**config.mk**
```make
export PLATFORM = sky130hd
export DESIGN_NAME = disk_header_pattern_finder
export DESIGN_NICKNAME = d
export VERILOG_FILES = /design/src/sv/dhpf_pkg.sv /design/src/sv/disk_header_pattern_finder.sv
export SDC_FILE = /design/constraint.sdc
export NUM_CORES = 1
export LEC_CHECK = 0
export CAP_MARGIN = 0
export CELL_PAD_IN_SITES_DETAIL_PLACEMENT = 1
export CELL_PAD_IN_SITES_GLOBAL_PLACEMENT = 1
export CORE_MARGIN = 4
export CORE_UTILIZATION = 49
export DETAILED_ROUTE_END_ITERATION = 12
export DONT_BUFFER_PORTS = 1
export PLACE_DENSITY = 0.91
export RECOVER_POWER = 50
export SETUP_SLACK_MARGIN = 0.5
export SYNTH_ARGS = -nofsm -noshare
export SYNTH_HDL_FRONTEND = slang
export SYNTH_SLANG_ARGS = --single-unit
```
**constraint.sdc**
```tcl
create_clock -name clock -period 8.4 [get_ports clock]
set_input_delay 1.26 -clock clock [delete_from_list [all_inputs] [get_ports clock]]
set_output_delay 1.26 -clock clock [all_outputs]
set_load 0.1 [all_outputs]
```
**src/sv/dhpf_pkg.sv**
```systemverilog
// Types and constants of the disk header pattern finder.
`default_nettype none

package dhpf_pkg;

   // Scan phases; the two unused codes behave as the search phase.
   typedef enum logic [2:0] {
      PH_SEARCH = 3'd0,
      PH_MATCH  = 3'd1,
      PH_SKIP   = 3'd2,
      PH_GAP    = 3'd3,
      PH_TYPE   = 3'd4,
      PH_COUNT  = 3'd5
   } phase_type;

   // One result transaction.
   typedef struct packed {
      logic        found;
      logic [15:0] position;
      logic [7:0]  disk_count;
   } result_type;

   // Header pattern, padded with zero bytes for longer pattern lengths.
   localparam logic [7:0] HDR_PATTERN [32] = '{
      8'h80, 8'h03, 8'h07, 8'h10, 8'h44, 8'h49, 8'h53, 8'h4B,
      8'h4C, 8'h49, 8'h53, 8'h54, 8'h00, 8'h80, 8'h00, 8'h20,
      8'h00, 8'h00, 8'h00, 8'h00, 8'h00, 8'h00, 8'h00, 8'h00,
      8'h00, 8'h00, 8'h00, 8'h00, 8'h00, 8'h00, 8'h00, 8'h00
   };

   localparam logic [7:0]  GAP_BYTE         = 8'h00;
   localparam logic [7:0]  BLOCK_LEAD_BYTE  = 8'h80;
   localparam logic [7:0]  BLOCK_TYPE_LIST  = 8'h04;
   localparam logic [15:0] SCAN_LIMIT_RESET = 16'd65500;
   localparam logic [15:0] POSITION_MAX     = 16'hFFFF;

endpackage

`default_nettype wire

```
**src/sv/disk_header_pattern_finder.sv**
```systemverilog
// Each result is registered in a result queue that drives the rsp_ port.
// One byte per cycle while req_stall is low; the scan state updates in a single pass per byte.
// A two-entry result queue stalls the input only when both entries hold results.
// Synchronous active-high reset clears the scan state, empties the result queue
// and sets the scan limit to 65500.
`default_nettype none

module disk_header_pattern_finder
   import dhpf_pkg::*;
#(
   parameter int PATTERN_LEN      = 17,
   parameter int SKIP_AFTER_MATCH = 3
) (
   input  wire logic        clock,
   input  wire logic        reset,
   input  wire logic        csr_wr_en,
   input  wire logic [15:0] csr_wr_data,
   input  wire logic        req_valid,
   output      logic        req_stall,
   input  wire logic [7:0]  req_data_byte,
   input  wire logic        req_restart,
   output      logic        rsp_valid,
   input  wire logic        rsp_stall,
   output      logic        rsp_found,
   output      logic [15:0] rsp_position,
   output      logic [7:0]  rsp_disk_count
);

   localparam logic [5:0] PAT_LEN   = 6'(PATTERN_LEN);
   localparam logic [1:0] SKIP_INIT = 2'(SKIP_AFTER_MATCH);

   // Scan state and configuration.
   phase_type   phase_ff, phase_in;
   logic [4:0]  match_idx_ff, match_idx_in;
   logic [1:0]  skip_left_ff, skip_left_in;
   logic [15:0] byte_pos_ff, byte_pos_in;
   logic        finished_ff, finished_in;
   logic [15:0] scan_limit_ff;

   // Result queue: head drives the port, skid catches a result while head is stalled.
   logic        head_valid_ff;
   result_type  head_ff;
   logic        skid_valid_ff;
   result_type  skid_ff;

   // State seen by the current byte after an optional restart.
   phase_type   cur_phase;
   logic [4:0]  cur_idx;
   logic [1:0]  cur_skip;
   logic [15:0] cur_pos;
   logic        cur_fin;
   logic [15:0] pos_bump;
   logic [5:0]  idx_sum;
   logic [1:0]  skip_dec;
   logic        res_valid;
   result_type  res_data;

   logic accept;
   logic push;
   logic pop;

   assign accept = req_valid && !req_stall;
   assign push   = accept && res_valid;
   assign pop    = head_valid_ff && !rsp_stall;

   // Next scan state for the byte on the request port.
   always_comb begin
      cur_phase = phase_ff;
      cur_idx   = match_idx_ff;
      cur_skip  = skip_left_ff;
      cur_pos   = byte_pos_ff;
      cur_fin   = finished_ff;
      if (req_restart) begin
         cur_phase = PH_SEARCH;
         cur_idx   = 5'd0;
         cur_skip  = 2'd0;
         cur_pos   = 16'd0;
         cur_fin   = 1'b0;
      end

      pos_bump = (cur_pos == POSITION_MAX) ? cur_pos : cur_pos + 16'd1;
      idx_sum  = {1'b0, cur_idx} + 6'd1;
      skip_dec = (cur_skip != 2'd0) ? cur_skip - 2'd1 : 2'd0;

      phase_in     = cur_phase;
      match_idx_in = cur_idx;
      skip_left_in = cur_skip;
      byte_pos_in  = cur_pos;
      finished_in  = cur_fin;
      res_valid    = 1'b0;
      res_data     = '{found: 1'b0, position: cur_pos, disk_count: 8'd0};

      if (!cur_fin) begin
         unique case (cur_phase)
            PH_MATCH: begin
               byte_pos_in = pos_bump;
               if (req_data_byte == HDR_PATTERN[cur_idx]) begin
                  if (idx_sum >= PAT_LEN) begin
                     match_idx_in = 5'd0;
                     skip_left_in = SKIP_INIT;
                     phase_in     = (SKIP_INIT != 2'd0) ? PH_SKIP : PH_GAP;
                  end else begin
                     match_idx_in = idx_sum[4:0];
                  end
               end else begin
                  match_idx_in = 5'd0;
                  phase_in     = PH_SEARCH;
               end
            end
            PH_SKIP: begin
               byte_pos_in  = pos_bump;
               skip_left_in = skip_dec;
               phase_in     = (skip_dec == 2'd0) ? PH_GAP : PH_SKIP;
            end
            PH_GAP: begin
               byte_pos_in = pos_bump;
               priority if (req_data_byte == GAP_BYTE && pos_bump < scan_limit_ff) begin
                  phase_in = PH_GAP;
               end else if (req_data_byte == BLOCK_LEAD_BYTE) begin
                  phase_in = PH_TYPE;
               end else begin
                  phase_in = PH_SEARCH;
               end
            end
            PH_TYPE: begin
               byte_pos_in = pos_bump;
               phase_in    = (req_data_byte == BLOCK_TYPE_LIST) ? PH_COUNT : PH_SEARCH;
            end
            PH_COUNT: begin
               // The count byte itself does not advance the position.
               res_valid   = 1'b1;
               res_data    = '{found: 1'b1, position: cur_pos, disk_count: req_data_byte};
               finished_in = 1'b1;
            end
            default: begin
               byte_pos_in = pos_bump;
               if (req_data_byte == HDR_PATTERN[0]) begin
                  match_idx_in = 5'd1;
                  phase_in     = PH_MATCH;
               end else begin
                  phase_in = PH_SEARCH;
               end
            end
         endcase

         // A search that ends up back at the start at or past the limit gives up.
         if (cur_phase != PH_COUNT && phase_in == PH_SEARCH &&
             byte_pos_in >= scan_limit_ff) begin
            res_valid   = 1'b1;
            res_data    = '{found: 1'b0, position: byte_pos_in, disk_count: 8'd0};
            finished_in = 1'b1;
         end
      end
   end

   // Scan state, configuration and queue control.
   always_ff @(posedge clock) begin
      if (reset) begin
         phase_ff      <= PH_SEARCH;
         match_idx_ff  <= 5'd0;
         skip_left_ff  <= 2'd0;
         byte_pos_ff   <= 16'd0;
         finished_ff   <= 1'b0;
         scan_limit_ff <= SCAN_LIMIT_RESET;
         head_valid_ff <= 1'b0;
         skid_valid_ff <= 1'b0;
      end else begin
         if (csr_wr_en) begin
            scan_limit_ff <= csr_wr_data;
         end
         if (accept) begin
            phase_ff     <= phase_in;
            match_idx_ff <= match_idx_in;
            skip_left_ff <= skip_left_in;
            byte_pos_ff  <= byte_pos_in;
            finished_ff  <= finished_in;
         end
         if (pop) begin
            head_valid_ff <= skid_valid_ff || push;
            skid_valid_ff <= 1'b0;
         end else if (!head_valid_ff) begin
            head_valid_ff <= push;
         end else if (push) begin
            skid_valid_ff <= 1'b1;
         end
      end
   end

   // Result queue payload.
   always_ff @(posedge clock) begin
      if (pop) begin
         if (skid_valid_ff) begin
            head_ff <= skid_ff;
         end else if (push) begin
            head_ff <= res_data;
         end
      end else if (!head_valid_ff) begin
         if (push) begin
            head_ff <= res_data;
         end
      end else if (push) begin
         skid_ff <= res_data;
      end
   end

   assign req_stall      = skid_valid_ff;
   assign rsp_valid      = head_valid_ff;
   assign rsp_found      = head_ff.found;
   assign rsp_position   = head_ff.position;
   assign rsp_disk_count = head_ff.disk_count;

endmodule

`default_nettype wire

```
### Word-level counts from Yosys, hierarchy flattened

Memories as Yosys holds them, arrays and structs flattened.
Index checks and enable logic that the tools add are counted.

| word-level totals | value |
|---|---|
| register bits after elaboration | 95 |
| word-level logic and storage cells | 96 |
| memories | 1 |
| bits of input ports | 30 |
| bits in read-only memories | 256 |
| output and inout bits | 27 |

| cells by class | value |
|---|---|
| mux-type cells | 44 |
| eq/ne operators | 11 |
| reductions and logical operators | 17 |
| $add $sub $neg | 3 |
| $lt $le $gt $ge | 4 |
| bitwise logic cells | 2 |

Memory list:

| name | words | width | read ports | clocked after Yosys merged registers in | write ports | RTL line | RTL |
|---|---|---|---|---|---|---|---|
| (name not given) | 32 | 8 | 1 | 0 | 0 | disk_header_pattern_finder.sv:97 | `if (req_data_byte == HDR_PATTERN[cur_idx]) begin` |

Operators with widths:

| kind | number |
|---|---|
| 2-to-1 mux 25 bit | 7 |
| 2-to-1 mux 16 bit | 5 |
| 2-to-1 mux 5 bit | 5 |
| 2-to-1 mux 3 bit | 8 |
| adder 16 x 1 -> 16 bit (second input constant) | 1 |
| equality test 16 bit (second input constant) | 1 |
| >= comparator 16 bit | 1 |
| < comparator 16 bit | 1 |
| 2-to-1 mux 8 bit | 2 |
| one-hot mux 3 bit (5 select lines) | 1 |
| 2-to-1 mux 2 bit | 5 |
| one-hot mux 5 bit (2 select lines) | 1 |
| 2-to-1 mux 1 bit | 9 |
| equality test 8 x 3 -> 1 bit (second input constant) | 1 |
| equality test 8 bit | 1 |
| equality test 8 bit (second input constant) | 1 |
| zero test 8 bit | 1 |
| adder 5 x 1 -> 6 bit (second input constant) | 1 |
| equality test 3 x 2 -> 1 bit (second input constant) | 2 |
| equality test 3 bit (second input constant) | 2 |
| >= comparator 6 x 5 -> 1 bit (second input constant) | 1 |
| >= comparator 6 bit (second input constant) | 1 |
| logical AND 1 bit | 6 |
| inverter 5 -> 6 bit | 1 |
| other kinds (15) | 16 |

### Depth between registers and ports, before layout

Gate-level depths: netlist of the first run.

| depth | value |
|---|---|
| word-level depth | 18 |
| mapped depth | 25 |
| depth with buffers taken out | 22 |

### Worst setup path after synthesis of the first run

OpenSTA, ideal clock, no wires.

| timing | value |
|---|---|
| path kind | input port to flip-flop |
| start point | in req_restart |
| end point | reg skid_ff[0] (netlist name), enable pin |
| required time | 7.993 ns |
| path slack | 1.887 ns |
| library setup time | 0.407 ns |
| stages on the path | 22 |
| buffers on the path | 4 |
| arrival time | 6.107 ns |
| cells stage by stage | buf_4 -> buf_2 -> buf_1 -> nor2b_1 -> ha_1 -> nand2_1 -> nor3_4 -> a2111oi_4 -> and4_1 -> buf_2 -> nand4_1 -> xor2_1 -> nor2_1 -> ha_1 -> nand4_1 -> nor4_1 -> o31a_1 -> nand3_1 -> a311oi_1 -> nand3_1 -> a21o_1 -> nor2_1 |

| on the way | value |
|---|---|
| longest elaborated chain between the ends | 16 |
| elaborated cells between the ends (all ways) | 44 |
| those cells by class | add/sub: 3; order compare: 3; eq/ne: 8; mux: 20; bitwise: 1; reduce/logical: 8; memory: 1 |

Ends and longest elaborated chain:

| item | RTL line | RTL |
|---|---|---|
| start, declared | disk_header_pattern_finder.sv:21 | `input wire logic req_restart,` |
| branches (longest 13 deep; another with adder 16 x 1 -> 16 bit) | - |  |
| 2-to-1 mux 1 bit * | disk_header_pattern_finder.sv:93 | `if (!cur_fin) begin` |
| logical AND 1 bit * | disk_header_pattern_finder.sv:63 | `assign push = accept && res_valid;` |
| AND reduction 3 bit (no source line) * | - |  |
| end signal, assigned | disk_header_pattern_finder.sv:202 | `skid_ff <= res_data;` |
| end, declared | disk_header_pattern_finder.sv:44 | `result_type skid_ff;` |

Every way passes the cells marked *. The select of a mux whose other input is x is not followed.
A chain may end at the register's enable or synchronous reset.

### Worst setup path after layout of the first run

| timing | value |
|---|---|
| start point | in req_restart |
| end point | reg head_ff (netlist bit rsp_position[13]) (data pin) |

| on the way | value |
|---|---|
| longest elaborated chain between the ends | 18 |
| elaborated cells between the ends (all ways) | 50 |
| those cells by class | add/sub: 3; order compare: 3; eq/ne: 8; mux: 27; bitwise: 1; reduce/logical: 7; memory: 1 |

Ends and longest elaborated chain:

| item | RTL line | RTL |
|---|---|---|
| branches (longest 15 deep; another with adder 16 x 1 -> 16 bit) | - |  |
| 2-to-1 mux 25 bit * | disk_header_pattern_finder.sv:194, disk_header_pattern_finder.sv:198 |  |
| 2-to-1 mux 25 bit, on equally long branches | disk_header_pattern_finder.sv:197, disk_header_pattern_finder.sv:192 |  |
| 2-to-1 mux 25 bit * | disk_header_pattern_finder.sv:191 | `if (pop) begin` |
| end signal, assigned | disk_header_pattern_finder.sv:193 | `head_ff <= skid_ff;` |
| end signal, assigned | disk_header_pattern_finder.sv:195 | `head_ff <= res_data;` |
| end signal, assigned | disk_header_pattern_finder.sv:199 | `head_ff <= res_data;` |
| end, declared | disk_header_pattern_finder.sv:42 | `result_type head_ff;` |

Marks and branches as above.

==> flow_summary.json, run 1 <==
{
  "p_clk_share_pct": 42.4,
  "dieArea_mm2": 0.0149,
  "drt_iter0_markers": 500,
  "reg2reg_slack_ns": 2.11,
  "synth_compound_area_share_pct": 19.0,
  "internal_power_uw": 771,
  "tightest_slew_ns": 1.50,
  "holdPathEnd": "skip_left_ff[1]$_SDFFE_PP0P_",
  "diodes": 0,
  "synth_mux_area_share_pct": 5.05,
  "synth.top_cell.area_share_pct": 23.5,
  "p_leak_nw": 2.86,
  "io_buffers": 0,
  "drc_errors": 0,
  "maxCapViolCount": 1,
  "grt_pass1_vias": 5677,
  "synth_cell_type_count": 73,
  "cts_resized": 0,
  "relSlewSlack_pct": 0.154,
  "reg2reg_from": "byte_pos_ff[0]$_SDFFE_PP0P_",
  "busiest_layer": "met2",
  "cts_tree": "yes",
  "vias": 5567,
  "holdWs_ns": 0.468,
  "grt-ovfl-total": 0,
  "status": "finished, violations left",
  "setup_tns_ns": 0,
  "crit_path_start_kind": "input port",
  "synth_ff_type": "edfxtp_1",
  "violations": "capacitance limit",
  "hold_buffers": 0,
  "fin_skew_ns": 0.00861,
  "met1_usage_pct": 35.0,
  "antenna_found_initial": 0,
  "drt-pass1-iter-count": 5,
  "wirelength_um": 18800,
  "cp_max_fo": 62,
  "rows": 41,
  "yosys_warnings": 0,
  "period_minus_slack_ns": 7.18,
  "worstSetupEndpointType": "register",
  "p_switching_uw": 247,
  "hold_start": "skip_left_ff[1]$_SDFFE_PP0P_",
  "crit_buf_inv": 3,
  "drive_gt1_share_pct": 6.21,
  "wire_per_inst_um": 21.3,
  "crit_required_ns": 8.51,
  "area_growth_pct": 5.64,
  "path_delay_family": "compound AO/OA/AOI/OAI gates",
  "crit_chain": "inv_1 > nand2_1 > inv_1 > ha_1 > nand2_1 > nor3_4 > a2111oi_4 > and4_1 > nand4_1 > xor2_1 > nor2_1 > ha_1 > nand4_1 > nor4_1 > o31a_1 > nand3_1 > a311oi_1 > nand3_1 > a21oi_2 > buf_4 > a2bb2oi_1 > a21bo_1",
  "start_util_pct": 50.4,
  "viasPerCell": 6.32,
  "dp_hpwl_um": 13400,
  "pwr-share-comb_pct": 7.5,
  "max_freq_mhz": 139,
  "regArea_mm2": 0.00240,
  "cp_slowest_stage_delay_ns": 0.82,
  "die_w_um": 122,
  "finalPower_mw": 1.02,
  "drv_slew": 0,
  "postSynth.asyncResetShare_pct": 0,
  "core_mm2": 0.0127,
  "place_congestion": 0.954,
  "critPathArrivalTime_ns": 7.28,
  "finalSetupViolCount": 0,
  "synth.area.top_cells": "edfxtp_1 (24%), dfxtp_1 (14%), ha_1 (7.6%)",
  "grt_usage_pct": 25.8,
  "fillers": 1508,
  "hold_path.class": "reg2reg",
  "hold_depth": 2,
  "synth_top_family_by_area": "simple AND/OR/NAND/NOR gates",
  "multi_input_area_mm2": 0.00368,
  "synthAdderAreaFrac_pct": 7.64,
  "cts_sinks": 95,
  "grt_max_degree": 63,
  "synth_seq_area_share_pct": 37.6,
  "reg2regPathDepth": 21,
  "cts.path.max_buffers": 2,
  "power_frac_seq_pct": 50.2,
  "switching_share_pct": 24.3,
  "cp.depth": 22,
  "clk_pin_slew_ns": 0.07,
  "clk_latency_ns": 0.36,
  "critical_path_class": "in2reg",
  "rsz0062_at_grt": "false",
  "max-vdd-ir-drop_mv": 0.0937,
  "ant_nets": 0,
  "synth_xor_area_share_pct": 3.02,
  "cts_root_buf": "clkbuf_16",
  "syn_area_per_cell_um2": 8.71,
  "hold_viol_final": 0,
  "synthSimpleGateAreaFrac_pct": 22.8,
  "yosysTopAreaCell": "edfxtp_1",
  "synth_edf_count": 50,
  "post-cts-setup-buffer-count": 0,
  "postSynthCellCount": 733,
  "grtUsageMet3_pct": 5.11,
  "syn_area_mm2": 0.00639,
  "die_height_um": 122,
  "gr-usage-met2_pct": 42.0,
  "cpMaxStageDelayCell": "a21oi_2",
  "io_pins": 57,
  "synth_nets": 802,
  "r2r_end": "rsp_position[13]$_DFFE_PP_",
  "powerDensity_mw_per_mm2": 151,
  "cts_buffers": 9,
  "nNetsFinal": 773,
  "htreeDepth": 3,
  "grt_pass1_wl_um": 30200,
  "final.period_utilization_pct": 85.4,
  "ys_ff_latch": 95
}
## metrics by stage
| step | std cells | utilization (%) | instance area, um2 | setup slack, ns |
|---|---|---|---|---|
| after global placement | 865 | 50.8 | 6440 | 1.64 |
| after floorplan | 733 | - | 6390 | 1.89 |
| after CTS | 881 | 53.3 | 6750 | 1.35 |
| final | 881 | 53.3 | 6750 | 1.22 |
| after global routing | 881 | 53.3 | 6750 | 0.744 |
| after detailed placement | 865 | 50.8 | 6440 | 1.20 |
## power by group through the flow
stage | logic, mW | clock network (mW) | registers [mW]
after floorplan | 0.0624 | 0 | 0.516
final | 0.0759 | 0.431 | 0.511
after global placement | 0.0667 | 0 | 0.520
after CTS | 0.0749 | 0.434 | 0.511
after detailed placement | 0.0718 | 0 | 0.521
after global routing | 0.0841 | 0.458 | 0.512
## layout by cell type, fill, tap and decap left out, drive strengths merged, types with 5 or more instances in the layout
master and n:
a21oi 42, a21o 17, nand3 16, xor2 13, and2 14, nand2b 10
o21ai 46, nor3 16, edfxtp 50, ha 39, inv 32, dfxtp 45
nor4 5, nor2 68, nand2 95, nor2b 23, mux2i 18, a211oi 8
mux2 12, o31ai 6, clkbuf 13, and3 6, or3 5, o211ai 19
xnor2 9, nand4 11
## worst register-to-register path: stages, from the launching register on
cell,delay (ns)
dfxtp_1,0.36
nand2_1,0.14
inv_1,0.10
ha_1,0.21
nand2_1,0.15
nor3_4,0.10
a2111oi_4,0.48
and4_1,0.38
nand4_1,0.18
xor2_1,0.20
nor2_1,0.06
ha_1,0.30
nand4_1,0.15
nor4_1,0.38
o31a_1,0.20
nand3_1,0.11
a311oi_1,0.37
nand3_1,0.45
a21oi_2,0.82
buf_4,0.39
a2bb2oi_1,0.26
a21bo_1,0.24
## cell type report
class | instances | share of cell area, %
multi-input combinational | 563 | 54.5
sequential | 95 | 35.6
clock buffer | 12 | 3.80
tap | 172 | 3.19
inverter | 31 | 1.72
clock inverter | 4 | 0.779
timing repair buffer | 4 | 0.389
## Yosys cell counts (all sizes together) (13+ instances only)
cell type	count
nor3	16
edfxtp	50
and2	14
o21ai	46
nor2b	23
nor2	68
dfxtp	45
ha	39
o211ai	19
mux2i	18
a21oi	42
buf	16
inv	31
xor2	13
a21o	17
nand2	95
nand3	16
clkbuf	28
## kinds of logic (layout without fill, tap and decap cells)
group,Yosys count,count (layout)
simple gates,291,291
compound gates,181,181
flops,95,95
buf+inv,75,51
fa+ha+maj,39,39
mux,30,30
xor+xnor,22,22
## registers in the layout (all words and copies together) (netlist names)
signal          cells
match_idx_ff        5
rsp_disk_count      8
phase_ff            3
rsp_valid           1
rsp_position       16
byte_pos_ff        16
finished_ff         1
req_stall           1
rsp_found           1
scan_limit_ff      16
skid_ff            25
skip_left_ff        2
## routing by layer
layer / routed length [um] / up-vias
met2: 8830 / 218
met5: 0 / -
met3: 1220 / 36
met1: 8320 / 2725
met4: 392 / 0
li1: - / 2588
## worst max-delay path by stage
| stage | start | to | slack [ns] |
|---|---|---|---|
| 2_1_floorplan | req_restart | skid_ff[0]$_DFFE_PP_ | 1.89 |
| 4_1_cts | req_restart | rsp_position[13]$_DFFE_PP_ | 1.35 |
| 3_3_place_gp | req_restart | rsp_position[14]$_DFFE_PP_ | 1.64 |
| 3_5_place_dp | req_restart | rsp_position[13]$_DFFE_PP_ | 1.20 |
| 5_1_grt | req_restart | rsp_position[13]$_DFFE_PP_ | 0.74 |
| 6_report | req_restart | rsp_position[13]$_DFFE_PP_ | 1.22 |
No activity file was read; power rests on OpenSTA's default activity.
==> run 2, diff against run 1 <==
- ABC_AREA: unset -> 1
- CORE_UTILIZATION: 49 -> 43
- PLACE_DENSITY: 0.91 -> 0.87
- clock period: 8.4 -> 6 ns (I/O delays scaled with it)
==> flow_summary.json, run 2 <==
{
  "clk_latency_ns": 0.36,
  "synth_ff_type": "edfxtp_1",
  "reg2reg_from": "phase_ff[0]$_SDFFE_PP0P_",
  "setup_tns_ns": 0,
  "die_height_um": 130,
  "grt_pass1_vias": 5663,
  "max-vdd-ir-drop_mv": 0.144,
  "status": "finished, final reports clean",
  "postSynth.asyncResetShare_pct": 0,
  "tightest_slew_ns": 1.17,
  "synth_common_cells": "nand2_1 (119), inv_1 (109), a21oi_1 (87)",
  "powerDensity_mw_per_mm2": 331,
  "grt_usage_pct": 21.9,
  "io_pins": 57,
  "regArea_mm2": 0.00240,
  "start_util_pct": 44.1,
  "synth_nets": 894,
  "mostFrequentLayoutCell": "nand2_1",
  "drt_iter0_markers": 384,
  "rows": 44,
  "drv_slew": 0,
  "syn_area_per_cell_um2": 7.81,
  "io_buffers": 0,
  "synth_most_common_cell": "nand2_1",
  "hold_buffers": 0,
  "finalSetupViolCount": 0,
  "wire_per_inst_um": 17.9,
  "ys_ff_latch": 95,
  "critPathArrivalTime_ns": 5.15,
  "grt-ovfl-total": 0,
  "postSynthCellCount": 825,
  "diodes": 0,
  "hold_viol_final": 0,
  "hold_depth": 2,
  "yosys_warnings": 0,
  "vias": 5495,
  "crit_path_start_kind": "input port",
  "place_congestion": 0.842,
  "hold_start": "scan_limit_ff[15]$_SDFFE_PP1P_",
  "die_w_um": 130,
  "hold_path.class": "reg2reg",
  "cts_tree": "yes",
  "period_minus_slack_ns": 5.09,
  "grt_max_degree": 41,
  "max_freq_mhz": 197,
  "synth_edf_count": 50,
  "largest_register_ffs": 25,
  "critical_path_class": "in2reg",
  "multi_input_area_mm2": 0.00340,
  "holdPathEnd": "scan_limit_ff[15]$_SDFFE_PP1P_",
  "p_leak_nw": 2.95,
  "maxCapViolCount": 0,
  "worstSetupEndpointType": "register",
  "fin_skew_ns": 0.00850,
  "final_cell_mix": "nand2_1 (120), inv_1 (110), a21oi_1 (87), nor2_1 (76), o21ai_0 (67)",
  "relSlewSlack_pct": 21.7,
  "grt_pass1_wl_um": 29500,
  "clk_pin_slew_ns": 0.07,
  "synth_seq_area_share_pct": 37.3,
  "antenna_found_initial": 0,
  "rsz0062_at_grt": "false",
  "cts.path.max_buffers": 2,
  "final.period_utilization_pct": 84.8,
  "dp_hpwl_um": 13700,
  "viasPerCell": 5.48,
  "synth.top_cell.area_share_pct": 23.3,
  "cts_buffers": 9,
  "drive_gt1_share_pct": 10.4,
  "area_growth_pct": 7.44,
  "core_mm2": 0.0146,
  "wirelength_um": 18000,
  "cp_slowest_stage_delay_ns": 0.37,
  "cp_max_fo": 27,
  "yosysTopAreaCell": "edfxtp_1",
  "reg2reg_slack_ns": 0.99,
  "drc_errors": 0,
  "r2r_end": "skid_ff[11]$_DFFE_PP_",
  "cts_root_buf": "clkbuf_16",
  "cpMaxStageDelayCell": "o41ai_2",
  "dieArea_mm2": 0.0170,
  "nNetsFinal": 883,
  "synth.area.top_cells": "edfxtp_1 (23%), dfxtp_1 (14%), ha_1 (7.6%)",
  "reg2regPathDepth": 21,
  "fillers": 1811,
  "syn_area_mm2": 0.00644,
  "placed_cells_incl_taps": 985,
  "crit_required_ns": 6.06,
  "htreeDepth": 3,
  "drt-pass1-iter-count": 5,
  "largest_register": "skid_ff",
  "synth_cell_type_count": 56,
  "fin_cells": 1003,
  "finalPower_mw": 2.29,
  "worst_path_most_repeated_cell": "nand2_1",
  "ant_nets": 0,
  "cts_sinks": 95
}
-- run 2: changes by cell type after synthesis, sizes merged, moves of 14 or more --
cell / delta
a21oi: +62
clkbuf: -14
inv: +89
nand2: +36
o21ai: +27
a21o: -17
mux2i: -18
nor2: +21
nand3: +43
nor2b: -23
-- run 2: repair_timing --
item	in CTS	in global routing
buffers inserted	0	1
endpoints found under the setup margin	0	54
gates resized for setup	0	5
-- run 2: power by group --
part           switching (mW)  internal [mW]
logic                   0.169          0.110
clock network           0.271          0.411
registers               0.539          0.791
total                   0.979           1.31
-- run 2: cell families (layout without fill, tap and decap cells) --
group | Yosys count | in the layout | synth area share, %
AOI/OAI and AO/OA | 199 | 200 | 18.1
DFF | 95 | 95 | 37.3
buffers and inverters | 151 | 144 | 10.3
adders and majority gates | 39 | 39 | 7.58
xor gates and xnor gates | 16 | 16 | 2.41
and+or+nand+nor | 325 | 325 | 24.3
-- run 2: metrics by stage --
| stage | hold slack [ns] | utilization (%) | setup WS (ns) | area (um2) |
|---|---|---|---|---|
| floorplan | 0.464 | - | 0.726 | 6450 |
| global placement | 0.486 | 44.9 | 0.516 | 6540 |
| detailed placement | 0.502 | 44.9 | 0.302 | 6540 |
| CTS | 0.517 | 47.2 | 0.705 | 6890 |
| global route | 0.525 | 47.4 | 0.499 | 6920 |
| finish | 0.505 | 47.4 | 0.913 | 6920 |
-- run 2: worst max path at each step --
stage,startpoint,to,slack (ns),depth (start not counted)
floorplan,req_restart,skid_ff[0]$_DFFE_PP_,0.73,29
global placement,req_restart,skid_ff[21]$_DFFE_PP_,0.52,26
detailed placement,req_restart,skid_ff[18]$_DFFE_PP_,0.30,26
CTS,req_restart,skid_ff[11]$_DFFE_PP_,0.71,26
global route,req_restart,skid_ff[11]$_DFFE_PP_,0.50,28
finish,req_restart,skid_ff[11]$_DFFE_PP_,0.91,28
-- run 2: final cells by class --
type	instances	share of cell area, %
Clock inverter	6	1.66
Timing Repair Buffer	7	1.07
Sequential cell	95	34.7
Tap cell	184	3.33
Multi-Input combinational cell	580	49.2
Clock buffer	10	3.31
Inverter	121	6.71
-- run 2: worst max-delay path: cells and delay by family --
kind                     cells  cell delay (ns)
AND/OR/NAND/NOR             19             2.47
AO/OA/AOI/OAI                4             0.89
adder cells (fa/ha/maj)      2             0.50
buffers and inverters        3             0.35
-- run 2: metal layers --
layer | GRT usage [%] | share of wire, %
met5 | 0 | 0
met4 | 5.38 | 0.93
met3 | 3.98 | 5.0
met2 | 34.6 | 45
met1 | 31.3 | 49
